`config.mk`:
```
export PLATFORM = sky130hd
export DESIGN_NAME = life_grid_generation_step
export DESIGN_NICKNAME = d
export VERILOG_FILES = /design/src/rtl/core/lgs_pkg.sv /design/src/rtl/core/lgs_datapath.sv /design/src/rtl/core/lgs_ctrl.sv /design/src/rtl/core/life_grid_generation_step.sv
export SDC_FILE = /design/constraint.sdc
export NUM_CORES = 2
export LEC_CHECK = 0
export ABC_AREA = 0
export BUFFER_PORTS_ARGS = -buffer_cell sky130_fd_sc_hd__clkbuf_2
export CORE_ASPECT_RATIO = 0.75
export CORE_UTILIZATION = 45
export DETAILED_ROUTE_END_ITERATION = 7
export MAX_ROUTING_LAYER = met4
export PLACE_DENSITY = 0.64
export SYNTH_ARGS = -nofsm -noshare
export SYNTH_HDL_FRONTEND = slang
export SYNTH_HIERARCHICAL = 1
export SYNTH_SLANG_ARGS = --single-unit
```
`constraint.sdc`:
```
create_clock -name clk -period 5.1 [get_ports clk]
set_input_delay 0.51 -clock clk [delete_from_list [all_inputs] [get_ports clk]]
set_output_delay 0.51 -clock clk [all_outputs]
set_load 0.02 [all_outputs]
```
`src/rtl/core/lgs_pkg.sv`:
```
// shared types and constants for the life grid generation step block
`default_nettype none

package lgs_pkg;

  localparam int DEF_GRID_ROWS = 32;
  localparam int DEF_GRID_COLS = 32;

  localparam int COUNT_W   = 11;
  localparam int COUNT_MAX = 2047;

  localparam int S_DATA_W = 16;
  localparam int S_USER_W = 2;
  localparam int M_DATA_W = 16;

  typedef enum logic [1:0] {
    KIND_LOAD = 2'd0,
    KIND_STEP = 2'd1,
    KIND_READ = 2'd2
  } kind_t;

  typedef struct packed {
    logic capture;
    logic win_clear;
    logic sweep_rd;
    logic sweep_shift;
    logic use_rd;
    logic compute;
    logic pt_rd;
    logic pt_upd;
    logic out_load;
  } dp_cmd_t;

  typedef struct packed {
    logic out_free;
  } dp_stat_t;

endpackage

`default_nettype wire

```
`src/rtl/core/lgs_datapath.sv`:
```
// grid memory, three-row window, life rule, live counter and result register
`default_nettype none

module lgs_datapath
  import lgs_pkg::*;
#(
  parameter int GRID_ROWS = DEF_GRID_ROWS,
  parameter int GRID_COLS = DEF_GRID_COLS,
  localparam int ROW_W = $clog2(GRID_ROWS),
  localparam int COL_W = $clog2(GRID_COLS)
) (
  input  wire logic                clk,
  input  wire logic                rst,
  input  wire dp_cmd_t             cmd,
  output dp_stat_t                 stat,
  input  wire logic [ROW_W-1:0]    rd_addr,
  input  wire logic [ROW_W-1:0]    wr_addr,
  input  wire logic [S_DATA_W-1:0] s_tdata,
  input  wire logic [S_USER_W-1:0] s_tuser,
  output logic                     m_tvalid,
  input  wire logic                m_tready,
  output logic [M_DATA_W-1:0]      m_tdata
);

  localparam int CNT_W  = $clog2(GRID_ROWS * GRID_COLS + 1);
  localparam int SAT_W  = (CNT_W > COUNT_W) ? CNT_W : COUNT_W;
  localparam int NBYTES = (GRID_COLS + 7) / 8;
  localparam int PC_W   = $clog2(8 * NBYTES + 1);

  logic [GRID_COLS-1:0] mem [GRID_ROWS];
  logic [GRID_ROWS-1:0] row_valid;

  logic [1:0]           kind_q;
  logic [4:0]           row_q;
  logic [4:0]           col_q;
  logic                 alive_q;
  logic                 in_grid;
  logic [ROW_W+4:0]     row_ext;
  logic [COL_W+4:0]     col_ext;
  logic [ROW_W-1:0]     pt_row;
  logic [COL_W-1:0]     pt_col;

  logic [ROW_W-1:0]     mem_raddr;
  logic                 mem_ren;
  logic [GRID_COLS-1:0] rdata;
  logic                 rvalid;
  logic [GRID_COLS-1:0] rdata_eff;

  logic [GRID_COLS-1:0] w_prev;
  logic [GRID_COLS-1:0] w_cur;
  logic [GRID_COLS-1:0] w_nxt;
  logic [GRID_COLS-1:0] new_row;
  logic [GRID_COLS-1:0] new_q;
  logic [ROW_W-1:0]     new_addr;
  logic                 new_vld;

  logic                 load_wr;
  logic                 mem_we;
  logic [ROW_W-1:0]     mem_waddr;
  logic [GRID_COLS-1:0] mem_wdata;
  logic [GRID_COLS-1:0] pt_mask;

  logic [PC_W-1:0]      pc;
  logic [CNT_W-1:0]     acc;
  logic [SAT_W-1:0]     acc_ext;
  logic [COUNT_W-1:0]   count_sat;
  logic                 pt_bit;

  logic                 res_alive;
  logic [COUNT_W-1:0]   res_count;
  logic                 res_extinct;

  // captured item
  always_ff @(posedge clk) begin
    if (cmd.capture) begin
      kind_q  <= s_tuser;
      row_q   <= s_tdata[4:0];
      col_q   <= s_tdata[9:5];
      alive_q <= s_tdata[10];
    end
  end

  assign in_grid = (32'(row_q) < GRID_ROWS) && (32'(col_q) < GRID_COLS);
  assign row_ext = (ROW_W + 5)'(row_q);
  assign col_ext = (COL_W + 5)'(col_q);
  assign pt_row  = row_ext[ROW_W-1:0];
  assign pt_col  = col_ext[COL_W-1:0];

  // memory ports
  assign mem_ren   = cmd.sweep_rd || (cmd.pt_rd && in_grid);
  assign mem_raddr = cmd.sweep_rd ? rd_addr : pt_row;

  always_ff @(posedge clk) begin
    if (mem_ren) begin
      rdata  <= mem[mem_raddr];
      rvalid <= row_valid[mem_raddr];
    end
  end

  assign rdata_eff = rvalid ? rdata : '0;

  always_comb begin
    pt_mask         = '0;
    pt_mask[pt_col] = 1'b1;
  end

  assign load_wr   = cmd.pt_upd && (kind_q == KIND_LOAD) && in_grid;
  assign mem_we    = new_vld || load_wr;
  assign mem_waddr = new_vld ? new_addr : pt_row;
  assign mem_wdata = new_vld ? new_q :
                     (alive_q ? (rdata_eff | pt_mask) : (rdata_eff & ~pt_mask));

  always_ff @(posedge clk) begin
    if (mem_we) begin
      mem[mem_waddr] <= mem_wdata;
    end
  end

  always_ff @(posedge clk) begin
    if (rst) begin
      row_valid <= '0;
    end else if (mem_we) begin
      row_valid[mem_waddr] <= 1'b1;
    end
  end

  // three-row window
  assign w_nxt = cmd.use_rd ? rdata_eff : '0;

  always_ff @(posedge clk) begin
    if (cmd.win_clear) begin
      w_prev <= '0;
      w_cur  <= '0;
    end else if (cmd.sweep_shift) begin
      w_prev <= w_cur;
      w_cur  <= w_nxt;
    end
  end

  // b3/s23 rule over one row
  always_comb begin
    logic [GRID_COLS+1:0] pp;
    logic [GRID_COLS+1:0] cp;
    logic [GRID_COLS+1:0] np;
    logic [3:0]           n;
    pp = {1'b0, w_prev, 1'b0};
    cp = {1'b0, w_cur, 1'b0};
    np = {1'b0, w_nxt, 1'b0};
    new_row = '0;
    for (int c = 0; c < GRID_COLS; c++) begin
      n = 4'(pp[c]) + 4'(pp[c+1]) + 4'(pp[c+2]) + 4'(cp[c]) + 4'(cp[c+2])
        + 4'(np[c]) + 4'(np[c+1]) + 4'(np[c+2]);
      new_row[c] = (n == 4'd3) || (cp[c+1] && (n == 4'd2));
    end
  end

  always_ff @(posedge clk) begin
    if (rst) begin
      new_vld <= 1'b0;
    end else begin
      new_vld <= cmd.compute;
    end
  end

  always_ff @(posedge clk) begin
    if (cmd.compute) begin
      new_q    <= new_row;
      new_addr <= wr_addr;
    end
  end

  // population of the written row, per byte then across bytes
  always_comb begin
    logic [NBYTES*8-1:0] padded;
    logic [3:0]          bc;
    padded = (NBYTES * 8)'(new_q);
    pc     = '0;
    for (int b = 0; b < NBYTES; b++) begin
      bc = '0;
      for (int i = 0; i < 8; i++) begin
        bc = bc + 4'(padded[b*8+i]);
      end
      pc = pc + PC_W'(bc);
    end
  end

  always_ff @(posedge clk) begin
    if (cmd.win_clear) begin
      acc <= '0;
    end else if (new_vld) begin
      acc <= acc + CNT_W'(pc);
    end
  end

  assign acc_ext   = SAT_W'(acc);
  assign count_sat = (acc_ext > SAT_W'(COUNT_MAX)) ? COUNT_W'(COUNT_MAX)
                                                   : acc_ext[COUNT_W-1:0];

  always_ff @(posedge clk) begin
    if (cmd.pt_upd) begin
      pt_bit <= (kind_q == KIND_READ) && in_grid && rdata_eff[pt_col];
    end
  end

  // result register
  always_ff @(posedge clk) begin
    if (rst) begin
      m_tvalid <= 1'b0;
    end else if (cmd.out_load) begin
      m_tvalid <= 1'b1;
    end else if (m_tready) begin
      m_tvalid <= 1'b0;
    end
  end

  always_ff @(posedge clk) begin
    if (cmd.out_load) begin
      res_alive   <= 1'b0;
      res_count   <= '0;
      res_extinct <= 1'b0;
      unique case (kind_q)
        KIND_STEP: begin
          res_count   <= count_sat;
          res_extinct <= (acc == '0);
        end
        KIND_READ: begin
          res_alive <= pt_bit;
        end
        default: begin
        end
      endcase
    end
  end

  assign m_tdata = {3'b000, res_extinct, res_count, res_alive};

  assign stat.out_free = !m_tvalid || m_tready;

endmodule

`default_nettype wire

```
`src/rtl/core/lgs_ctrl.sv`:
```
// controller state machine for load, read and generation sweeps
`default_nettype none

module lgs_ctrl
  import lgs_pkg::*;
#(
  parameter int GRID_ROWS = DEF_GRID_ROWS,
  localparam int ROW_W = $clog2(GRID_ROWS)
) (
  input  wire logic                clk,
  input  wire logic                rst,
  input  wire logic                s_tvalid,
  output logic                     s_tready,
  input  wire logic [S_USER_W-1:0] s_tuser,
  output dp_cmd_t                  cmd,
  input  wire dp_stat_t            stat,
  output logic [ROW_W-1:0]         rd_addr,
  output logic [ROW_W-1:0]         wr_addr
);

  localparam int K_W = $clog2(GRID_ROWS + 1);

  typedef enum logic [6:0] {
    ST_IDLE   = 7'b0000001,
    ST_PRIME  = 7'b0000010,
    ST_SWEEP  = 7'b0000100,
    ST_DRAIN  = 7'b0001000,
    ST_ACCESS = 7'b0010000,
    ST_MODIFY = 7'b0100000,
    ST_DONE   = 7'b1000000
  } state_t;

  state_t         state;
  state_t         state_next;
  logic [K_W-1:0] k;
  logic [K_W-1:0] k_next;
  logic [K_W-1:0] k_plus;
  logic [K_W-1:0] k_minus;
  logic           accept;

  assign s_tready = (state == ST_IDLE);
  assign accept   = s_tvalid && s_tready;
  assign k_plus   = k + K_W'(1);
  assign k_minus  = k - K_W'(1);
  assign rd_addr  = (state == ST_PRIME) ? '0 : k_plus[ROW_W-1:0];
  assign wr_addr  = k_minus[ROW_W-1:0];

  always_comb begin
    state_next = state;
    k_next     = k;
    cmd        = '0;
    unique case (state)
      ST_IDLE: begin
        if (accept) begin
          cmd.capture = 1'b1;
          unique case (kind_t'(s_tuser))
            KIND_STEP: state_next = ST_PRIME;
            KIND_LOAD, KIND_READ: state_next = ST_ACCESS;
            default: state_next = ST_DONE;
          endcase
        end
      end
      ST_PRIME: begin
        cmd.win_clear = 1'b1;
        cmd.sweep_rd  = 1'b1;
        k_next        = '0;
        state_next    = ST_SWEEP;
      end
      ST_SWEEP: begin
        cmd.sweep_rd    = (32'(k) + 1 < GRID_ROWS);
        cmd.use_rd      = (32'(k) < GRID_ROWS);
        cmd.compute     = (k != '0);
        cmd.sweep_shift = 1'b1;
        if (32'(k) == GRID_ROWS) begin
          state_next = ST_DRAIN;
        end else begin
          k_next = k_plus;
        end
      end
      ST_DRAIN: begin
        state_next = ST_DONE;
      end
      ST_ACCESS: begin
        cmd.pt_rd  = 1'b1;
        state_next = ST_MODIFY;
      end
      ST_MODIFY: begin
        cmd.pt_upd = 1'b1;
        state_next = ST_DONE;
      end
      ST_DONE: begin
        if (stat.out_free) begin
          cmd.out_load = 1'b1;
          state_next   = ST_IDLE;
        end
      end
      default: begin
        state_next = ST_IDLE;
      end
    endcase
  end

  always_ff @(posedge clk) begin
    if (rst) begin
      state <= ST_IDLE;
      k     <= '0;
    end else begin
      state <= state_next;
      k     <= k_next;
    end
  end

  a_state_onehot: assert property (@(posedge clk) disable iff (rst) $onehot(state))
    else $error("controller state not one-hot");

  a_step_primes: assert property (@(posedge clk) disable iff (rst)
    accept && (s_tuser == KIND_STEP) |=> state == ST_PRIME)
    else $error("step item did not start a sweep");

  a_load_free: assert property (@(posedge clk) disable iff (rst)
    cmd.out_load |-> stat.out_free)
    else $error("result loaded over a waiting item");

  a_sweep_addr: assert property (@(posedge clk) disable iff (rst)
    cmd.sweep_rd |-> 32'(rd_addr) < GRID_ROWS)
    else $error("sweep read beyond last row");

  a_compute_addr: assert property (@(posedge clk) disable iff (rst)
    cmd.compute |-> 32'(wr_addr) < GRID_ROWS)
    else $error("sweep write beyond last row");

endmodule

`default_nettype wire

```
`src/rtl/core/life_grid_generation_step.sv`:
```
// top level of the bounded b3/s23 life grid block
//
// items enter on the s_ channel: s_tuser carries the kind (load a cell,
// step one generation, read a cell), s_tdata the cell address and value.
// each item gives exactly one result item on the m_ channel carrying the
// read cell state, the live count after a step and the extinct flag.
// one item is worked at a time; s_tready is high while the block is idle.
// load and read go through the access, modify and done states; unused kinds
// go straight to done. a step sweeps the grid one row per cycle through a
// three-row window over the single read port of the row memory, and the
// next item can be accepted as soon as the result is loaded.
// the result sits in an output register; a new item is accepted while it
// waits, and a finished result holds until m_tready frees the register.
// reset marks every row dead at once through per-row valid bits, so the
// block takes items in the first cycle after reset.
`default_nettype none

module life_grid_generation_step
  import lgs_pkg::*;
#(
  parameter int GRID_ROWS = DEF_GRID_ROWS,
  parameter int GRID_COLS = DEF_GRID_COLS
) (
  input  wire logic                clk,
  input  wire logic                rst,
  input  wire logic                s_tvalid,
  output logic                     s_tready,
  // row[4:0], col[9:5], alive_in[10], zero fill
  input  wire logic [S_DATA_W-1:0] s_tdata,
  // kind[1:0]
  input  wire logic [S_USER_W-1:0] s_tuser,
  output logic                     m_tvalid,
  input  wire logic                m_tready,
  // cell_alive[0], live_count[11:1], extinct[12], zero fill
  output logic [M_DATA_W-1:0]      m_tdata
);

  localparam int ROW_W = $clog2(GRID_ROWS);

  dp_cmd_t          cmd;
  dp_stat_t         stat;
  logic [ROW_W-1:0] rd_addr;
  logic [ROW_W-1:0] wr_addr;

  lgs_ctrl #(
    .GRID_ROWS(GRID_ROWS)
  ) u_ctrl (
    .clk     (clk),
    .rst     (rst),
    .s_tvalid(s_tvalid),
    .s_tready(s_tready),
    .s_tuser (s_tuser),
    .cmd     (cmd),
    .stat    (stat),
    .rd_addr (rd_addr),
    .wr_addr (wr_addr)
  );

  lgs_datapath #(
    .GRID_ROWS(GRID_ROWS),
    .GRID_COLS(GRID_COLS)
  ) u_datapath (
    .clk     (clk),
    .rst     (rst),
    .cmd     (cmd),
    .stat    (stat),
    .rd_addr (rd_addr),
    .wr_addr (wr_addr),
    .s_tdata (s_tdata),
    .s_tuser (s_tuser),
    .m_tvalid(m_tvalid),
    .m_tready(m_tready),
    .m_tdata (m_tdata)
  );

endmodule

`default_nettype wire
```
==> flow_metrics.env <==
export IMPL_grt_overflow=0
export IMPL_antenna_left=0
export IMPL_drc_errors=0
export IMPL_vias_per_cell=5.85
export IMPL_max_slew_worst_pin_slew_ns=1.34
export IMPL_cts_buffers=113
export IMPL_ioPinCount=40
export IMPL_seq_area_frac_synth=0.662
export IMPL_cts_tree="yes"
export IMPL_ir_drop_mv=0.277
export IMPL_synth_fa_ha_area_frac=0.0803
export IMPL_dieArea_um2=123000
export IMPL_finalWirelength_um=134000
export IMPL_ys_flop_type="edfxtp_1"
export IMPL_area_delta_synth_final_pct=13.0
export IMPL_drv_slew=0
export IMPL_synth_top_family_by_area="multiplexers"
export IMPL_clock_path_buffers=3
export IMPL_synthMuxAreaShare=0.143
export IMPL_holdPathStages=3
export IMPL_syn_avg_cell_area_um2=17.4
export IMPL_cts_root_buf="clkbuf_16"
export IMPL_clkTransAtPathRegs_ns=0.07
export IMPL_tns_ns=-0.696
export IMPL_hp_class="in2reg"
export IMPL_min_from="s_tvalid"
export IMPL_finalWeightedCongestion=0.874
export IMPL_synth_compound_area_frac=0.0404
export IMPL_grt_pass1_wl_um=196000
export IMPL_first_global_vias=28230
export IMPL_portBuffers=31
export IMPL_grt_max_degree=64
export IMPL_synth_warnings=6
export IMPL_path_max_fanout=2
export IMPL_skew_ns=0.0299
export IMPL_synth_edf_count=1121
export IMPL_drv_cap=0
export IMPL_final_hold_viol_count=0
export IMPL_fmax_ghz=0.187
export IMPL_p_leak_nw=21.6
export IMPL_cp_start_kind="flip-flop"
export IMPL_drive_above_1_share=0.222
export IMPL_grt_setup_unrepaired="true"
export IMPL_synthSimpleGateAreaFrac=0.0427
export IMPL_r2r_cells=16
export IMPL_clk_latency_ns=0.74
export IMPL_nNetsFinal=3563
export IMPL_async_reset_ff_frac=0
export IMPL_syn_inst=3139
export IMPL_utilization=0.513
export IMPL_die_width_um=404
export IMPL_yosys_register_bits=1243
export IMPL_cp_end_kind="flip-flop"
export IMPL_crit_required_ns=5.76
export IMPL_setup_viol=5
export IMPL_status="finished with violations"
export IMPL_start_util=0.454
export IMPL_maxSlewHeadroom=0.105
export IMPL_synthXorXnorAreaFrac=0.00209
export IMPL_rows=110
export IMPL_period_needed_ns=5.34
export IMPL_instances_no_fill=5001
export IMPL_synth_distinct_cells=68
export IMPL_r2r_slack_ns=-0.24
export IMPL_worst_r2r_endpoint="u_datapath/acc[9]"
export IMPL_fin_area_um2=61600
export IMPL_core_area_um2=120000
export IMPL_power_density_nw_per_um2=357
export IMPL_cts_max_level=3
export IMPL_antenna_found_initial=0
export IMPL_track_usage=0.229
export IMPL_failed_checks="negative setup slack"
export IMPL_dp_cells=4773
export IMPL_finalWorstSetupSlack_ns=-0.240
export IMPL_rr_startpoint="u_datapath/new_q[21]"
export IMPL_syn_cell_area_um2=54600
export IMPL_place_hpwl_um=83400
export IMPL_hold_path_end="u_ctrl/state[0]"
export IMPL_place_area_um2=57700
export IMPL_clkSinkCount=1243
export IMPL_num_vias=29254
export IMPL_fp_dieH_um=304
export IMPL_arrival_ns=6.00
export IMPL_worstSetupPathType="reg2reg"
export IMPL_period_share=1.05
export IMPL_drtIter0Drc=3591
export IMPL_drt_first_pass_iters=6
export IMPL_wl_per_cell_um=26.8
logic make-up after synthesis:
family / after synthesis
adders and majority gates: 260
buffers and inverters: 388
and+or+nand+nor: 495
other: 1
DFF: 1243
xor gates and xnor gates: 13
muxes: 405
AOI/OAI and AO/OA: 334
layout make-up:
class | instances | area (um^2)
diodes | 1 | 2.50
clock buffers | 143 | 2980
clock inverters | 67 | 706
fillers | 9687 | 58500
inverters | 227 | 853
multi-input cells | 1510 | 17400
flip-flops and latches | 1243 | 36100
well taps | 1624 | 2030
repair buffers | 186 | 1590
flip-flops by register name, summed over array words and instances (netlist names), 2 cells and up:
signal,cells
u_datapath/acc,11
u_datapath/kind_q,2
u_datapath/new_q,32
u_datapath/rdata,32
u_datapath/row_valid,32
u_datapath/res_count,11
u_datapath/w_cur,32
u_datapath/pt_row,5
u_ctrl/k,6
u_ctrl/state,7
u_datapath/new_addr,5
u_datapath/col_q,5
u_datapath/mem,1024
u_datapath/w_prev,32
power by group:
group          leakage (nW)  internal (mW)  switching (mW)
Sequential             11.3           11.2           0.123
Combinational          8.52          0.946            1.21
Clock                  1.80           4.73            3.81
stage by stage:
stage / power, mW / worst slack [ns] / hold slack, ns
floorplan: 13.0 / -0.0312 / 0.435
global placement: 13.6 / -0.240 / 0.443
detailed placement: 13.7 / -0.276 / 0.458
CTS: 22.1 / -0.216 / 0.0260
finish: 22.0 / -0.240 / 0.0802
global route: 22.7 / -0.316 / 0.0620
cell usage after synthesis (4+ instances only):
cell / count / area [um^2]
buf_6: 12 / 135
or2_2: 4 / 25.0
o211a_1: 29 / 290
a31oi_1: 8 / 50.1
xor2_1: 5 / 43.8
buf_1: 20 / 75.1
nand2_1: 120 / 450
or3_1: 4 / 25.0
buf_2: 30 / 150
nand3_1: 69 / 345
ha_1: 110 / 1380
mux2_2: 18 / 203
nor3_1: 15 / 75.1
nor4_1: 6 / 37.5
a21oi_1: 149 / 746
nor2b_1: 11 / 68.8
mux4_2: 296 / 6670
dfxtp_1: 122 / 2440
fa_1: 150 / 3000
a311oi_1: 30 / 263
clkbuf_1: 86 / 323
a221oi_1: 20 / 175
nor4b_1: 6 / 52.6
nand2b_1: 35 / 219
edfxtp_1: 1121 / 33700
nor3b_1: 8 / 60.1
o221ai_1: 18 / 158
inv_1: 227 / 852
a211oi_1: 4 / 30.0
xnor2_1: 8 / 70.1
o21ai_0: 44 / 220
buf_4: 12 / 90.1
mux2i_1: 90 / 901
and2_1: 23 / 144
nor2_1: 174 / 653
layout by cell type, fill, tap and decap left out, types with 24 or more instances in the layout:
master,count
nor2_4,32
mux2i_1,88
buf_4,122
clkbuf_1,27
nand2b_1,35
a311oi_1,30
clkbuf_16,114
a21oi_1,121
clkinv_2,24
inv_1,225
mux4_2,296
o21ai_0,34
fa_1,147
nand3_1,67
nor2_1,142
o211a_1,29
nand2_1,120
ha_1,110
edfxtp_1,1121
clkbuf_2,31
dfxtp_1,121
worst max-delay path by stage:
stage / start / cells after the start / to
detailed placement: u_datapath/new_q[17] / 15 / u_datapath/acc[7]
floorplan: u_datapath/new_q[0] / 15 / u_datapath/acc[7]
finish: u_datapath/new_q[21] / 16 / u_datapath/acc[9]
CTS: u_datapath/new_q[17] / 16 / u_datapath/acc[9]
global route: u_datapath/new_q[21] / 16 / u_datapath/acc[9]
global placement: u_datapath/new_q[17] / 15 / u_datapath/acc[9]
worst max-delay path, cell delays in order (launching register included):
cell,delay [ns]
edfxtp_1,0.42
fa_1,0.56
inv_2,0.04
fa_2,0.58
fa_1,0.46
fa_1,0.51
fa_1,0.43
fa_1,0.49
inv_1,0.05
fa_2,0.33
a21o_1,0.17
a21oi_2,0.20
o21ai_2,0.08
a31o_2,0.27
buf_6,0.12
or4b_4,0.48
nand3_2,0.06
routing by layer:
metal	up-vias	global-route usage	wire length, um
met5	-	-	0
met3	149	0.0582	14300
met4	0	0.0402	2010
li1	12452	-	-
met2	1371	0.314	57700
met1	15282	0.347	60100
repair_timing:
action                                 4_1_cts  5_1_grt
setup buffers                                3        1
pin swaps                                    9        9
gates cloned                                 0        0
endpoints found under the hold margin       14        0
hold buffers                                13        0
resized for setup                           13        4
setup endpoints to repair                    6        7
(Power assumes the default switching activity.)
